--- src/design/tcdc_pkg.sv ---
// ----------------------------------------------------------------------------
// tcdc_pkg: shared types and helpers for the two-channel dimmer control
// Holds the event kind codes, the register index codes, the mode state type,
// the configuration and result bundles and the level arithmetic.
// ----------------------------------------------------------------------------
package tcdc_pkg;

   // event kinds on the request side
   localparam logic [1:0] KIND_TICK    = 2'd0;
   localparam logic [1:0] KIND_BUTTON  = 2'd1;
   localparam logic [1:0] KIND_ENCODER = 2'd2;

   // configuration register indexes
   localparam logic [2:0] CSR_MAX_LEVEL      = 3'd0;
   localparam logic [2:0] CSR_MIN_LEVEL      = 3'd1;
   localparam logic [2:0] CSR_FINE_STEP      = 3'd2;
   localparam logic [2:0] CSR_COARSE_STEP    = 3'd3;
   localparam logic [2:0] CSR_FLASH_TOGGLES  = 3'd4;
   localparam logic [2:0] CSR_HALF_PERIOD    = 3'd5;
   localparam logic [2:0] CSR_STORED_LEVEL_A = 3'd6;
   localparam logic [2:0] CSR_STORED_LEVEL_B = 3'd7;

   // register reset values
   localparam logic [7:0]  RST_MAX_LEVEL     = 8'd255;
   localparam logic [7:0]  RST_MIN_LEVEL     = 8'd1;
   localparam logic [6:0]  RST_FINE_STEP     = 7'd1;
   localparam logic [6:0]  RST_COARSE_STEP   = 7'd8;
   localparam logic [6:0]  RST_FLASH_TOGGLES = 7'd3;
   localparam logic [15:0] RST_HALF_PERIOD   = 16'd250;

   // level arithmetic constants
   localparam logic [8:0] COARSE_ZONE   = 9'd64;
   localparam logic [7:0] DEFAULT_LEVEL = 8'd16;
   localparam logic [7:0] BLANK_LEVEL   = 8'hFF;

   // reported mode codes
   localparam logic [2:0] CODE_OFF      = 3'd0;
   localparam logic [2:0] CODE_A        = 3'd1;
   localparam logic [2:0] CODE_A_FLASH  = 3'd2;
   localparam logic [2:0] CODE_B        = 3'd3;
   localparam logic [2:0] CODE_B_FLASH  = 3'd4;
   localparam logic [2:0] CODE_AB       = 3'd5;
   localparam logic [2:0] CODE_AB_FLASH = 3'd6;

   // operating mode, one-hot
   typedef enum logic [6:0] {
      MODE_OFF      = 7'b0000001,
      MODE_A        = 7'b0000010,
      MODE_A_FLASH  = 7'b0000100,
      MODE_B        = 7'b0001000,
      MODE_B_FLASH  = 7'b0010000,
      MODE_AB       = 7'b0100000,
      MODE_AB_FLASH = 7'b1000000
   } mode_type;

   typedef struct packed {
      logic [7:0]  max_level;
      logic [7:0]  min_level;
      logic [6:0]  fine_step;
      logic [6:0]  coarse_step;
      logic [6:0]  flash_toggles;
      logic [15:0] half_period;
   } cfg_type;

   // level load from a stored level register write
   typedef struct packed {
      logic       load_a;
      logic       load_b;
      logic [7:0] level;
   } load_type;

   typedef struct packed {
      logic [2:0] mode_now;
      logic [1:0] save_request;
      logic       enable_b;
      logic       enable_a;
      logic [7:0] level_b;
      logic [7:0] level_a;
   } rsp_type;

   // a blank or zero stored level falls back to the default
   function automatic logic [7:0] fix_stored(input logic [7:0] v);
      fix_stored = (v == 8'd0 || v == BLANK_LEVEL) ? DEFAULT_LEVEL : v;
   endfunction

   // one encoder step with saturation at the limits
   function automatic logic [7:0] encoder_move(input logic [7:0] level,
                                               input logic       up,
                                               input cfg_type    cfg);
      logic [6:0] step;
      logic [8:0] sum;
      logic [8:0] floor_lvl;
      step      = (({1'b0, level} + COARSE_ZONE) > {1'b0, cfg.max_level}) ?
                  cfg.coarse_step : cfg.fine_step;
      sum       = {1'b0, level} + {2'b0, step};
      floor_lvl = {1'b0, cfg.min_level} + {2'b0, step};
      if (up) begin
         encoder_move = (sum >= {1'b0, cfg.max_level}) ? cfg.max_level : sum[7:0];
      end else begin
         encoder_move = ({1'b0, level} < floor_lvl) ? cfg.min_level :
                        (level - {1'b0, step});
      end
   endfunction

   function automatic logic [2:0] mode_code(input mode_type m);
      logic [2:0] c;
      c = CODE_OFF;
      unique case (m)
         MODE_OFF:      c = CODE_OFF;
         MODE_A:        c = CODE_A;
         MODE_A_FLASH:  c = CODE_A_FLASH;
         MODE_B:        c = CODE_B;
         MODE_B_FLASH:  c = CODE_B_FLASH;
         MODE_AB:       c = CODE_AB;
         MODE_AB_FLASH: c = CODE_AB_FLASH;
         default:       c = CODE_OFF;
      endcase
      mode_code = c;
   endfunction

endpackage

--- src/design/tcdc_csr.sv ---
// ----------------------------------------------------------------------------
// tcdc_csr: configuration registers
// Holds the limit, step and flash timing registers and turns writes of the
// stored levels into level loads for the control core.
// ----------------------------------------------------------------------------
module tcdc_csr (
   input  logic                clock,
   input  logic                reset,
   input  logic                wr_en,
   input  logic [2:0]          wr_index,
   input  logic [15:0]         wr_data,
   output tcdc_pkg::cfg_type   cfg,
   output tcdc_pkg::load_type  load
);

   tcdc_pkg::cfg_type cfg_ff;
   tcdc_pkg::cfg_type cfg_in;

   // register write decode
   always_comb begin
      cfg_in = cfg_ff;
      if (wr_en) begin
         unique case (wr_index)
            tcdc_pkg::CSR_MAX_LEVEL:     cfg_in.max_level     = wr_data[7:0];
            tcdc_pkg::CSR_MIN_LEVEL:     cfg_in.min_level     = wr_data[7:0];
            tcdc_pkg::CSR_FINE_STEP:     cfg_in.fine_step     = wr_data[6:0];
            tcdc_pkg::CSR_COARSE_STEP:   cfg_in.coarse_step   = wr_data[6:0];
            tcdc_pkg::CSR_FLASH_TOGGLES: cfg_in.flash_toggles = wr_data[6:0];
            tcdc_pkg::CSR_HALF_PERIOD:   cfg_in.half_period   = wr_data;
            default:                     cfg_in = cfg_ff;
         endcase
      end
   end

   always_ff @(posedge clock) begin
      if (reset) begin
         cfg_ff.max_level     <= tcdc_pkg::RST_MAX_LEVEL;
         cfg_ff.min_level     <= tcdc_pkg::RST_MIN_LEVEL;
         cfg_ff.fine_step     <= tcdc_pkg::RST_FINE_STEP;
         cfg_ff.coarse_step   <= tcdc_pkg::RST_COARSE_STEP;
         cfg_ff.flash_toggles <= tcdc_pkg::RST_FLASH_TOGGLES;
         cfg_ff.half_period   <= tcdc_pkg::RST_HALF_PERIOD;
      end else begin
         cfg_ff <= cfg_in;
      end
   end

   // stored level writes load the channel level right away
   always_comb begin
      load.load_a = wr_en && (wr_index == tcdc_pkg::CSR_STORED_LEVEL_A);
      load.load_b = wr_en && (wr_index == tcdc_pkg::CSR_STORED_LEVEL_B);
      load.level  = tcdc_pkg::fix_stored(wr_data[7:0]);
   end

   assign cfg = cfg_ff;

endmodule

--- src/design/tcdc_core.sv ---
// ----------------------------------------------------------------------------
// tcdc_core: dimmer control state
// Keeps mode, levels, on flags, flash countdown and tick timer, applies one
// event per cycle while step_en is high and presents the state after the event.
// ----------------------------------------------------------------------------
module tcdc_core (
   input  logic                clock,
   input  logic                reset,
   input  logic                step_en,
   input  logic [1:0]          kind,
   input  logic                long_press,
   input  logic                turn_up,
   input  tcdc_pkg::cfg_type   cfg,
   input  tcdc_pkg::load_type  load,
   output tcdc_pkg::rsp_type   rsp
);

   tcdc_pkg::mode_type mode_ff, mode_in;
   logic [7:0]  level_a_ff, level_a_in;
   logic [7:0]  level_b_ff, level_b_in;
   logic        on_a_ff, on_a_in;
   logic        on_b_ff, on_b_in;
   logic [7:0]  flashes_ff, flashes_in;
   logic [15:0] tick_ff, tick_in;
   logic [1:0]  save;
   logic [7:0]  flash_start;

   assign flash_start = {cfg.flash_toggles, 1'b0};

   // event handling
   always_comb begin
      mode_in    = mode_ff;
      level_a_in = level_a_ff;
      level_b_in = level_b_ff;
      on_a_in    = on_a_ff;
      on_b_in    = on_b_ff;
      flashes_in = flashes_ff;
      tick_in    = tick_ff;
      save       = 2'd0;
      if (step_en) begin
         unique case (kind)
            tcdc_pkg::KIND_TICK: begin
               tick_in = (tick_ff != 16'hFFFF) ? tick_ff + 16'd1 : tick_ff;
               if (tick_in > cfg.half_period &&
                   (mode_ff == tcdc_pkg::MODE_A_FLASH ||
                    mode_ff == tcdc_pkg::MODE_B_FLASH ||
                    mode_ff == tcdc_pkg::MODE_AB_FLASH)) begin
                  flashes_in = flashes_ff - 8'd1;
                  if (flashes_in == 8'd0) begin
                     // flash sequence over: channel back on, steady mode
                     unique case (mode_ff)
                        tcdc_pkg::MODE_A_FLASH: begin
                           on_a_in = 1'b1;
                           mode_in = tcdc_pkg::MODE_A;
                        end
                        tcdc_pkg::MODE_B_FLASH: begin
                           on_b_in = 1'b1;
                           mode_in = tcdc_pkg::MODE_B;
                        end
                        default: begin
                           on_a_in = 1'b1;
                           on_b_in = 1'b1;
                           mode_in = tcdc_pkg::MODE_AB;
                        end
                     endcase
                  end else begin
                     // toggle the flashing channels, restart half period
                     if (mode_ff != tcdc_pkg::MODE_B_FLASH) on_a_in = ~on_a_ff;
                     if (mode_ff != tcdc_pkg::MODE_A_FLASH) on_b_in = ~on_b_ff;
                     tick_in = 16'd0;
                  end
               end
            end
            tcdc_pkg::KIND_BUTTON: begin
               unique case (mode_ff)
                  tcdc_pkg::MODE_OFF: begin
                     on_a_in = 1'b1;
                     tick_in = 16'd0;
                     if (long_press) begin
                        on_b_in = 1'b1;
                        mode_in = tcdc_pkg::MODE_AB;
                     end else begin
                        mode_in = tcdc_pkg::MODE_A;
                     end
                  end
                  tcdc_pkg::MODE_A: begin
                     tick_in = 16'd0;
                     if (long_press) begin
                        save       = 2'd1;
                        flashes_in = flash_start;
                        mode_in    = tcdc_pkg::MODE_A_FLASH;
                     end else begin
                        on_a_in = 1'b0;
                        on_b_in = 1'b1;
                        mode_in = tcdc_pkg::MODE_B;
                     end
                  end
                  tcdc_pkg::MODE_B: begin
                     tick_in = 16'd0;
                     if (long_press) begin
                        save       = 2'd2;
                        flashes_in = flash_start;
                        mode_in    = tcdc_pkg::MODE_B_FLASH;
                     end else begin
                        on_a_in = 1'b1;
                        on_b_in = 1'b1;
                        mode_in = tcdc_pkg::MODE_AB;
                     end
                  end
                  tcdc_pkg::MODE_AB: begin
                     tick_in = 16'd0;
                     if (long_press) begin
                        save       = 2'd3;
                        flashes_in = flash_start;
                        mode_in    = tcdc_pkg::MODE_AB_FLASH;
                     end else begin
                        on_a_in = 1'b0;
                        on_b_in = 1'b0;
                        mode_in = tcdc_pkg::MODE_OFF;
                     end
                  end
                  // presses while flashing are ignored
                  default: mode_in = mode_ff;
               endcase
            end
            tcdc_pkg::KIND_ENCODER: begin
               if (mode_ff == tcdc_pkg::MODE_A) begin
                  level_a_in = tcdc_pkg::encoder_move(level_a_ff, turn_up, cfg);
               end else if (mode_ff == tcdc_pkg::MODE_B) begin
                  level_b_in = tcdc_pkg::encoder_move(level_b_ff, turn_up, cfg);
               end
            end
            default: mode_in = mode_ff;
         endcase
      end
      // stored level writes
      if (load.load_a) level_a_in = load.level;
      if (load.load_b) level_b_in = load.level;
   end

   always_ff @(posedge clock) begin
      if (reset) begin
         mode_ff    <= tcdc_pkg::MODE_OFF;
         level_a_ff <= tcdc_pkg::DEFAULT_LEVEL;
         level_b_ff <= tcdc_pkg::DEFAULT_LEVEL;
         on_a_ff    <= 1'b0;
         on_b_ff    <= 1'b0;
         flashes_ff <= 8'd0;
         tick_ff    <= 16'd0;
      end else begin
         mode_ff    <= mode_in;
         level_a_ff <= level_a_in;
         level_b_ff <= level_b_in;
         on_a_ff    <= on_a_in;
         on_b_ff    <= on_b_in;
         flashes_ff <= flashes_in;
         tick_ff    <= tick_in;
      end
   end

   // state after the event
   always_comb begin
      rsp.level_a      = level_a_in;
      rsp.level_b      = level_b_in;
      rsp.enable_a     = on_a_in;
      rsp.enable_b     = on_b_in;
      rsp.save_request = save;
      rsp.mode_now     = tcdc_pkg::mode_code(mode_in);
   end

endmodule

--- src/design/two_channel_dimmer_control_top.sv ---
// ----------------------------------------------------------------------------
// two_channel_dimmer_control_top: two-channel dimmer controller
// Request stream of tick, button and encoder events; one status word out per
// event with both levels, on flags, save request and current mode.
//
// Usage:
//   req_ channel carries one event word: tuser is the event kind, tdata the
//   press length and encoder direction. rsp_ channel returns one word per
//   event with the state after that event. csr_ channel writes the six
//   configuration registers; it is always ready and should be used only
//   while no event is in flight. Writing a stored level index loads that
//   channel's level (zero or 255 load 16).
//   After the accepting edge the event waits in the input register; once the
//   result register is free, the control state and the result register are
//   written at the same edge. One event per cycle is taken while the receiver
//   keeps up; the rate is set by the single state update per event.
//   Reset puts all channels off, levels at 16 and registers at defaults.
//   When the receiver stalls, the result register holds its word and the
//   input register fills; req_tready falls until rsp_tready returns.
// ----------------------------------------------------------------------------
module two_channel_dimmer_control_top (
   input  logic        clock,
   input  logic        reset,
   // request stream
   input  logic        req_tvalid,
   output logic        req_tready,
   input  logic [7:0]  req_tdata,   // long_press [0], turn_up [1], zero [7:2]
   input  logic [1:0]  req_tuser,   // event kind [1:0]
   // result stream
   output logic        rsp_tvalid,
   input  logic        rsp_tready,
   output logic [23:0] rsp_tdata,   // level_a [7:0], level_b [15:8],
                                    // enable_a [16], enable_b [17],
                                    // save_request [19:18], mode_now [22:20],
                                    // zero [23]
   // configuration writes
   input  logic        csr_valid,
   output logic        csr_ready,
   input  logic [2:0]  csr_index,
   input  logic [15:0] csr_data
);

   logic              in_valid_ff, in_valid_in;
   logic [1:0]        kind_ff;
   logic              long_ff;
   logic              up_ff;
   logic              rsp_valid_ff, rsp_valid_in;
   tcdc_pkg::rsp_type rsp_ff;
   tcdc_pkg::rsp_type rsp_next;
   logic              advance;
   logic              req_take;

   tcdc_pkg::cfg_type  cfg;
   tcdc_pkg::load_type load;

   assign csr_ready = 1'b1;

   tcdc_csr u_csr (
      .clock    (clock),
      .reset    (reset),
      .wr_en    (csr_valid),
      .wr_index (csr_index),
      .wr_data  (csr_data),
      .cfg      (cfg),
      .load     (load)
   );

   // pipeline handshake
   assign advance    = in_valid_ff && (!rsp_valid_ff || rsp_tready);
   assign req_tready = !in_valid_ff || advance;
   assign req_take   = req_tvalid && req_tready;

   assign in_valid_in  = req_take || (in_valid_ff && !advance);
   assign rsp_valid_in = advance || (rsp_valid_ff && !rsp_tready);

   always_ff @(posedge clock) begin
      if (reset) begin
         in_valid_ff  <= 1'b0;
         rsp_valid_ff <= 1'b0;
      end else begin
         in_valid_ff  <= in_valid_in;
         rsp_valid_ff <= rsp_valid_in;
      end
   end

   // input register
   always_ff @(posedge clock) begin
      if (req_take) begin
         kind_ff <= req_tuser;
         long_ff <= req_tdata[0];
         up_ff   <= req_tdata[1];
      end
   end

   tcdc_core u_core (
      .clock      (clock),
      .reset      (reset),
      .step_en    (advance),
      .kind       (kind_ff),
      .long_press (long_ff),
      .turn_up    (up_ff),
      .cfg        (cfg),
      .load       (load),
      .rsp        (rsp_next)
   );

   // result register
   always_ff @(posedge clock) begin
      if (advance) begin
         rsp_ff <= rsp_next;
      end
   end

   assign rsp_tvalid = rsp_valid_ff;
   assign rsp_tdata  = {1'b0, rsp_ff};

endmodule
--- config.mk ---
export PLATFORM = sky130hd
export DESIGN_NAME = two_channel_dimmer_control_top
export DESIGN_NICKNAME = d
export VERILOG_FILES = /design/src/design/tcdc_pkg.sv /design/src/design/tcdc_csr.sv /design/src/design/tcdc_core.sv /design/src/design/two_channel_dimmer_control_top.sv
export SDC_FILE = /design/constraint.sdc
export NUM_CORES = 1
export LEC_CHECK = 0
export ABC_AREA = 0
export BUFFER_PORTS_ARGS = -buffer_cell sky130_fd_sc_hd__buf_2
export CAP_MARGIN = 10
export CORE_AREA = 2 2 133 135
export CTS_CLUSTER_DIAMETER = 120
export DETAILED_ROUTE_END_ITERATION = 12
export DIE_AREA = 0 0 135 137
export GPL_TIMING_DRIVEN = 0
export PLACE_DENSITY = 0.78
export SYNTH_ARGS = -nofsm -noshare
export SYNTH_HDL_FRONTEND = slang
export SYNTH_SLANG_ARGS = --single-unit
--- constraint.sdc ---
create_clock -name clock -period 15.1 [get_ports clock]
set_input_delay 2.265 -clock clock [delete_from_list [all_inputs] [get_ports clock]]
set_output_delay 2.265 -clock clock [all_outputs]
set_load 0.05 [all_outputs]
Word-level counts from Yosys, hierarchy flattened
Cells that the tools add are included.

Eq/ne operators: 30. Reductions and logical operators: 35. Mux-type cells: 61. Order comparisons: 7. Add/subtract/negate cells: 10. Bitwise gates (word level): 2.

Operator list (number): 8-bit 2-to-1 mux (19); 16-bit 2-to-1 mux (4); 7-bit 2-to-1 mux (6); 8-bit by 7-bit adder with 9-bit output (4); 16-bit one-hot mux with 2 select lines (1); 7-bit one-hot mux with 4 select lines (1); 8-bit by 7-bit adder with 9-bit output, second input constant (2); 9-bit by 8-bit >= comparator with 1-bit output (2); 9-bit by 8-bit greater-than comparator with 1-bit output (2); 8-bit by 9-bit < comparator with 1-bit output (2); 3-bit one-hot mux with 6 select lines (1); 16-bit by 1-bit adder with 16-bit output, second input constant (1); 16-bit greater-than comparator (1); 8-bit zero test (2); 1-bit 2-to-1 mux (16); 16-bit != test, second input constant (1); 8-bit one-hot mux with 2 select lines (1); 8-bit by 7-bit subtractor with 8-bit output (2); 7-bit by 2-bit equality test with 1-bit output, second input constant (2); 7-bit by 3-bit equality test with 1-bit output, second input constant (2); 7-bit by 4-bit equality test with 1-bit output, second input constant (2); 7-bit by 5-bit equality test with 1-bit output, second input constant (2); 7-bit by 6-bit equality test with 1-bit output, second input constant (2); 7-bit equality test, second input constant (2); other kinds (33) (65).

Register bits after elaboration: 131. Logic and storage cells: 169. Bits of input ports: 34. Output and inout port bits: 27.

Depth between registers and ports, before layout
Depth after elaboration: 12. Mapped depth: 30. Mapped depth without buffers: 29.

Cells and area by module
From an unflattened synthesis, not the netlist that was laid out.

Cell total of the unflattened synthesis: 1194. Area, all modules: 10346.2 µm².

By module, submodules not included: tcdc_core (cells each 927, area each 7103.1 µm², sequential area each 980.9 µm², instances 1); tcdc_csr (cells each 226, area each 2306.0 µm², sequential area each 1061.0 µm², instances 1); two_channel_dimmer_control_top (cells each 41, area each 937.1 µm², sequential area each 850.8 µm², instances 1).

Worst setup path before layout
Ideal clock, no wire load.

Path kind: register -> register. Start point: register u_csr.cfg_ff (netlist bit u_csr.cfg[46]). End point: register rsp_ff (netlist bit rsp_tdata[0]) (data pin). Clock period less this slack: 5.250 ns. Buffers on the path: 2. Library setup time: 0.278 ns. Setup slack: 9.850 ns. Cell stages (with the launch flop): 30. Arrival time: 4.972 ns. Data required time: 14.822 ns. Path through: dfxtp_1 > inv_1 > ha_1 > nor2b_1 > o21a_1 > o21ai_0 > nand2b_1 > a21oi_1 > nor2b_1 > o21ai_0 > a21oi_1 > clkbuf_1 > mux2_2 > ha_1 > a21o_1 > a21oi_1 > o21bai_1 > a21oi_1 > o21bai_1 > a21oi_1 > xnor2_1 > ha_1 > o21a_1 > a21oi_1 > or2_1 > buf_2 > a32o_1 > a21oi_1 > a211oi_1 > a21oi_1.

RTL lines: from (decl) (RTL line tcdc_csr.sv:16) `tcdc_pkg::cfg_type cfg_ff;`; from (signal assigned) (RTL line tcdc_csr.sv:44) `cfg_ff <= cfg_in;`; to (signal assigned) (RTL line two_channel_dimmer_control_top.sv:110) `rsp_ff <= rsp_next;`; to (decl) (RTL line two_channel_dimmer_control_top.sv:48) `tcdc_pkg::rsp_type rsp_ff;`.

==> flow_metrics.tcl <==
set metrics [dict create \
    io-pin-count 61 \
    wirelength_um 28750 \
    p_int_w 0.0006568 \
    cts_sinks 131 \
    finalCritPeriodShare 0.4294 \
    h-tree-depth 4 \
    combPwrFrac 0.142 \
    cts_resized 0 \
    ys_types 91 \
    status "finished clean" \
    slew_headroom 0.2691 \
    critPathLaunchType "flop" \
    drv_cap 0 \
    rsz0062_at_grt "no" \
    yosysSeqAreaShare 0.2860 \
    worstSetupPathType "reg2reg" \
    netlist_instances 1197 \
    p_clk_frac 0.452 \
    hold_class "reg2reg" \
    finalSetupTns_ns 0 \
    min-delay-start "u_csr.cfg[15]" \
    crit_path_max_incr_delay_ns 0.62 \
    die_h_um 137 \
    diodes 0 \
    cpMaxStageDelayCell "mux2i_1" \
    pwr-share-seq 0.406 \
    place_hpwl_um 22120 \
    fin_worst_skew_ns 0.009700 \
    antenna_found_initial 0 \
    ff2ff_path_depth 24 \
    final_common_cell "nand2_1" \
    cp_num_buf_inv 3 \
    nFillCells 1451 \
    hold_end "u_csr.cfg[15]" \
    worstPathMaxFanout 10 \
    row_count 48 \
    worst_slew_pin_slew_ns 1.088 \
    yosys_warnings 0 \
    grt_overflow 0 \
    critical_path.most_common_cell "o21ai_0" \
    maxSlewViolCount 0 \
    r2r_slack_ns 8.62 \
    worstPathCellList "inv_1, fa_1, nor2b_1, o22ai_1, a21oi_1, clkbuf_1, mux2i_1, fa_1, nor2b_1, o21ai_0, a21boi_0, o21ai_0, nand2b_1, xnor2_1, ha_1, o211a_1, o21ai_0, o21ai_0, o22ai_1, buf_2, mux2i_1, o21ai_0, a21oi_1, a211oi_1" \
    end_kind "flop" \
    portBuffers 42 \
    crit_family "compound AO/OA/AOI/OAI gates" \
    drt_iter0_drc 779 \
    post_cts_buffers 0 \
    start_util 0.5931 \
    wl_per_cell_um 19.21 \
    ys.flop_type "dfxtp_1" \
    hold_path_depth 2 \
    drt-vias-per-instance 6.127 \
    clockBufferDepth 2 \
    synth_enable_flop_cells 27 \
    max_freq_ghz 0.1542 \
    cts_tree "built" \
    layout.nets 1414 \
    grt_max_degree 26 \
    power_density_nw_per_um2 82.52 \
    swShare 0.2897 \
    core_um2 17060 \
    die_area_um2 18500 \
    first_pass_iters 5 \
    required_ns 15.29 \
    drc 0 \
    netlist_area_um2 10120 \
    cts-root-buf "clkbuf_16" \
    hold_buffers 0 \
    numPlacedInstances 1465 \
    synthArstFlopShare 0 \
    p_sw_w 0.0002678 \
    syn_nets 1352 \
    final_util 0.6569 \
    regToRegStartpoint "u_csr.cfg[52]" \
    clk_latency_ns 0.44 \
    postRouteAntennaNets 0 \
    syn_area_per_cell_um2 8.451 \
    cts_made_buffers 17 \
    reg2reg_to "rsp_tdata[9]" \
    ir_worst_vdd_uv 80.55 \
    leakagePower_nw 4.727 \
    track_usage 0.3171 \
    via_count 9172 \
    min_period_ns 6.484 \
    drive_above_1_share 0.1116 \
    first_global_vias 8447 \
    globalplace.congestion 0.9310 \
    hold_violations 0 \
    final_cell_mix "nand2_1, nor2_1, ha_1" \
    grt_pass1_wl_um 45000 \
    worstPathArrival_ns 6.67 \
    worstSetupStartpoint "u_csr.cfg[52]" \
    final_cell_count_no_fill 1497 \
    die_w_um 135 \
    setup-violations-final 0 \
    clk_pin_slew_ns 0.06 \
    area_growth_pct 10.76 \
    ys_ff_latch 131 \
]
## worst reg2reg max path: cells and delay by family (launching register included)
kind,cells,cell delay [ns]
AO/OA/AOI/OAI,12,2.45
XOR/XNOR,1,0.17
adder cells (fa/ha/maj),3,1.15
buffers and inverters,3,0.99
flip-flops,1,0.41
multiplexers,2,0.71
AND/OR/NAND/NOR,3,0.34
## layout make-up
type	count	area [um2]	share of cell area
inverter	63	236.5	0.02111
timing repair buffer	43	217.7	0.01943
sequential	131	2893	0.2582
clock inverter	15	156.4	0.01396
buffer	44	183.9	0.01642
tap	225	281.5	0.02513
clock buffer	17	425.4	0.03797
multi-input combinational	959	6810	0.6078
## cell families after synthesis
group                    synth area share
XOR/XNOR                          0.04069
AND/OR/NAND/NOR                    0.2053
other                           0.0007424
buffers and inverters             0.04156
flip-flops                         0.2860
AO/OA/AOI/OAI                      0.2051
multiplexers                      0.06506
adder cells (fa/ha/maj)            0.1556
## state kept, by name (all words and copies together), names as in the netlist, 2 cells and up
signal	count
kind_ff	2
u_csr.cfg	53
u_core.tick_ff	16
u_core.flashes_ff	8
u_core.mode_ff	7
u_core.level_b_ff	8
rsp_tdata	23
u_core.level_a_ff	8
## synth_stat cells, drive strengths merged, types with 5 or more instances
master / count / area (um2)
and2: 10 / 62.56
mux2: 22 / 247.7
o31ai: 5 / 42.54
nor4: 6 / 52.55
o21ai: 66 / 341.6
nand4: 8 / 50.05
nor2: 117 / 454.2
nand2b: 19 / 118.9
o22ai: 6 / 37.54
mux2i: 41 / 410.4
xor2: 19 / 166.4
nand3: 21 / 105.1
a211o: 19 / 166.4
o211ai: 14 / 110.1
nand2: 127 / 476.7
dfxtp: 104 / 2082
a21o: 16 / 120.1
inv: 62 / 232.7
o21a: 10 / 75.07
nor3: 15 / 80.08
nor3b: 11 / 108.9
ha: 113 / 1414
a211oi: 10 / 75.07
buf: 13 / 67.56
and3: 8 / 50.05
edfxtp: 27 / 810.8
a21oi: 104 / 531.8
fa: 8 / 160.2
clkbuf: 31 / 116.4
nand3b: 6 / 61.31
and4: 8 / 70.07
xnor2: 28 / 245.2
a31oi: 7 / 43.79
nor2b: 29 / 183.9
a22oi: 16 / 120.1
or2: 7 / 43.79
o21bai: 7 / 52.55
## how the worst max path moves through the flow
stage	end	depth (start not counted)
CTS	u_core.level_a_ff[6]	27
global route	rsp_tdata[9]	24
finish	rsp_tdata[9]	24
detailed placement	u_core.level_a_ff[6]	22
global placement	rsp_tdata[9]	9
floorplan	rsp_tdata[0]	29
## power groups by stage
stage,registers [W],logic [W],clock network [W]
2_1_floorplan,0.000388,0.0000853,0
3_3_place_gp,0.000383,0.000125,0
3_5_place_dp,0.000383,0.000128,0
4_1_cts,0.000375,0.000129,0.000417
5_1_grt,0.000376,0.000144,0.000431
6_report,0.000376,0.000131,0.000418
## per-stage QoR
step	instance area (um2)	hold slack, ns	total power (W)	setup slack, ns
2_1_floorplan	10120	0.4363	0.0004735	9.850
3_3_place_gp	10610	0.4440	0.0005075	8.658
3_5_place_dp	10620	0.4503	0.0005104	8.680
4_1_cts	11200	0.4594	0.0009209	8.632
5_1_grt	11200	0.4779	0.0009508	8.040
6_report	11200	0.4584	0.0009246	8.616
## per-layer routing
layer / share of wire / vias to the layer above / track usage
li1: - / 4425 / -
met1: 0.42 / 4296 / 0.4109
met2: 0.47 / 381 / 0.5355
met3: 0.069 / 70 / 0.04741
met4: 0.032 / 0 / 0.1209
met5: 0 / - / 0
No activity file was read; power rests on OpenSTA's default activity.
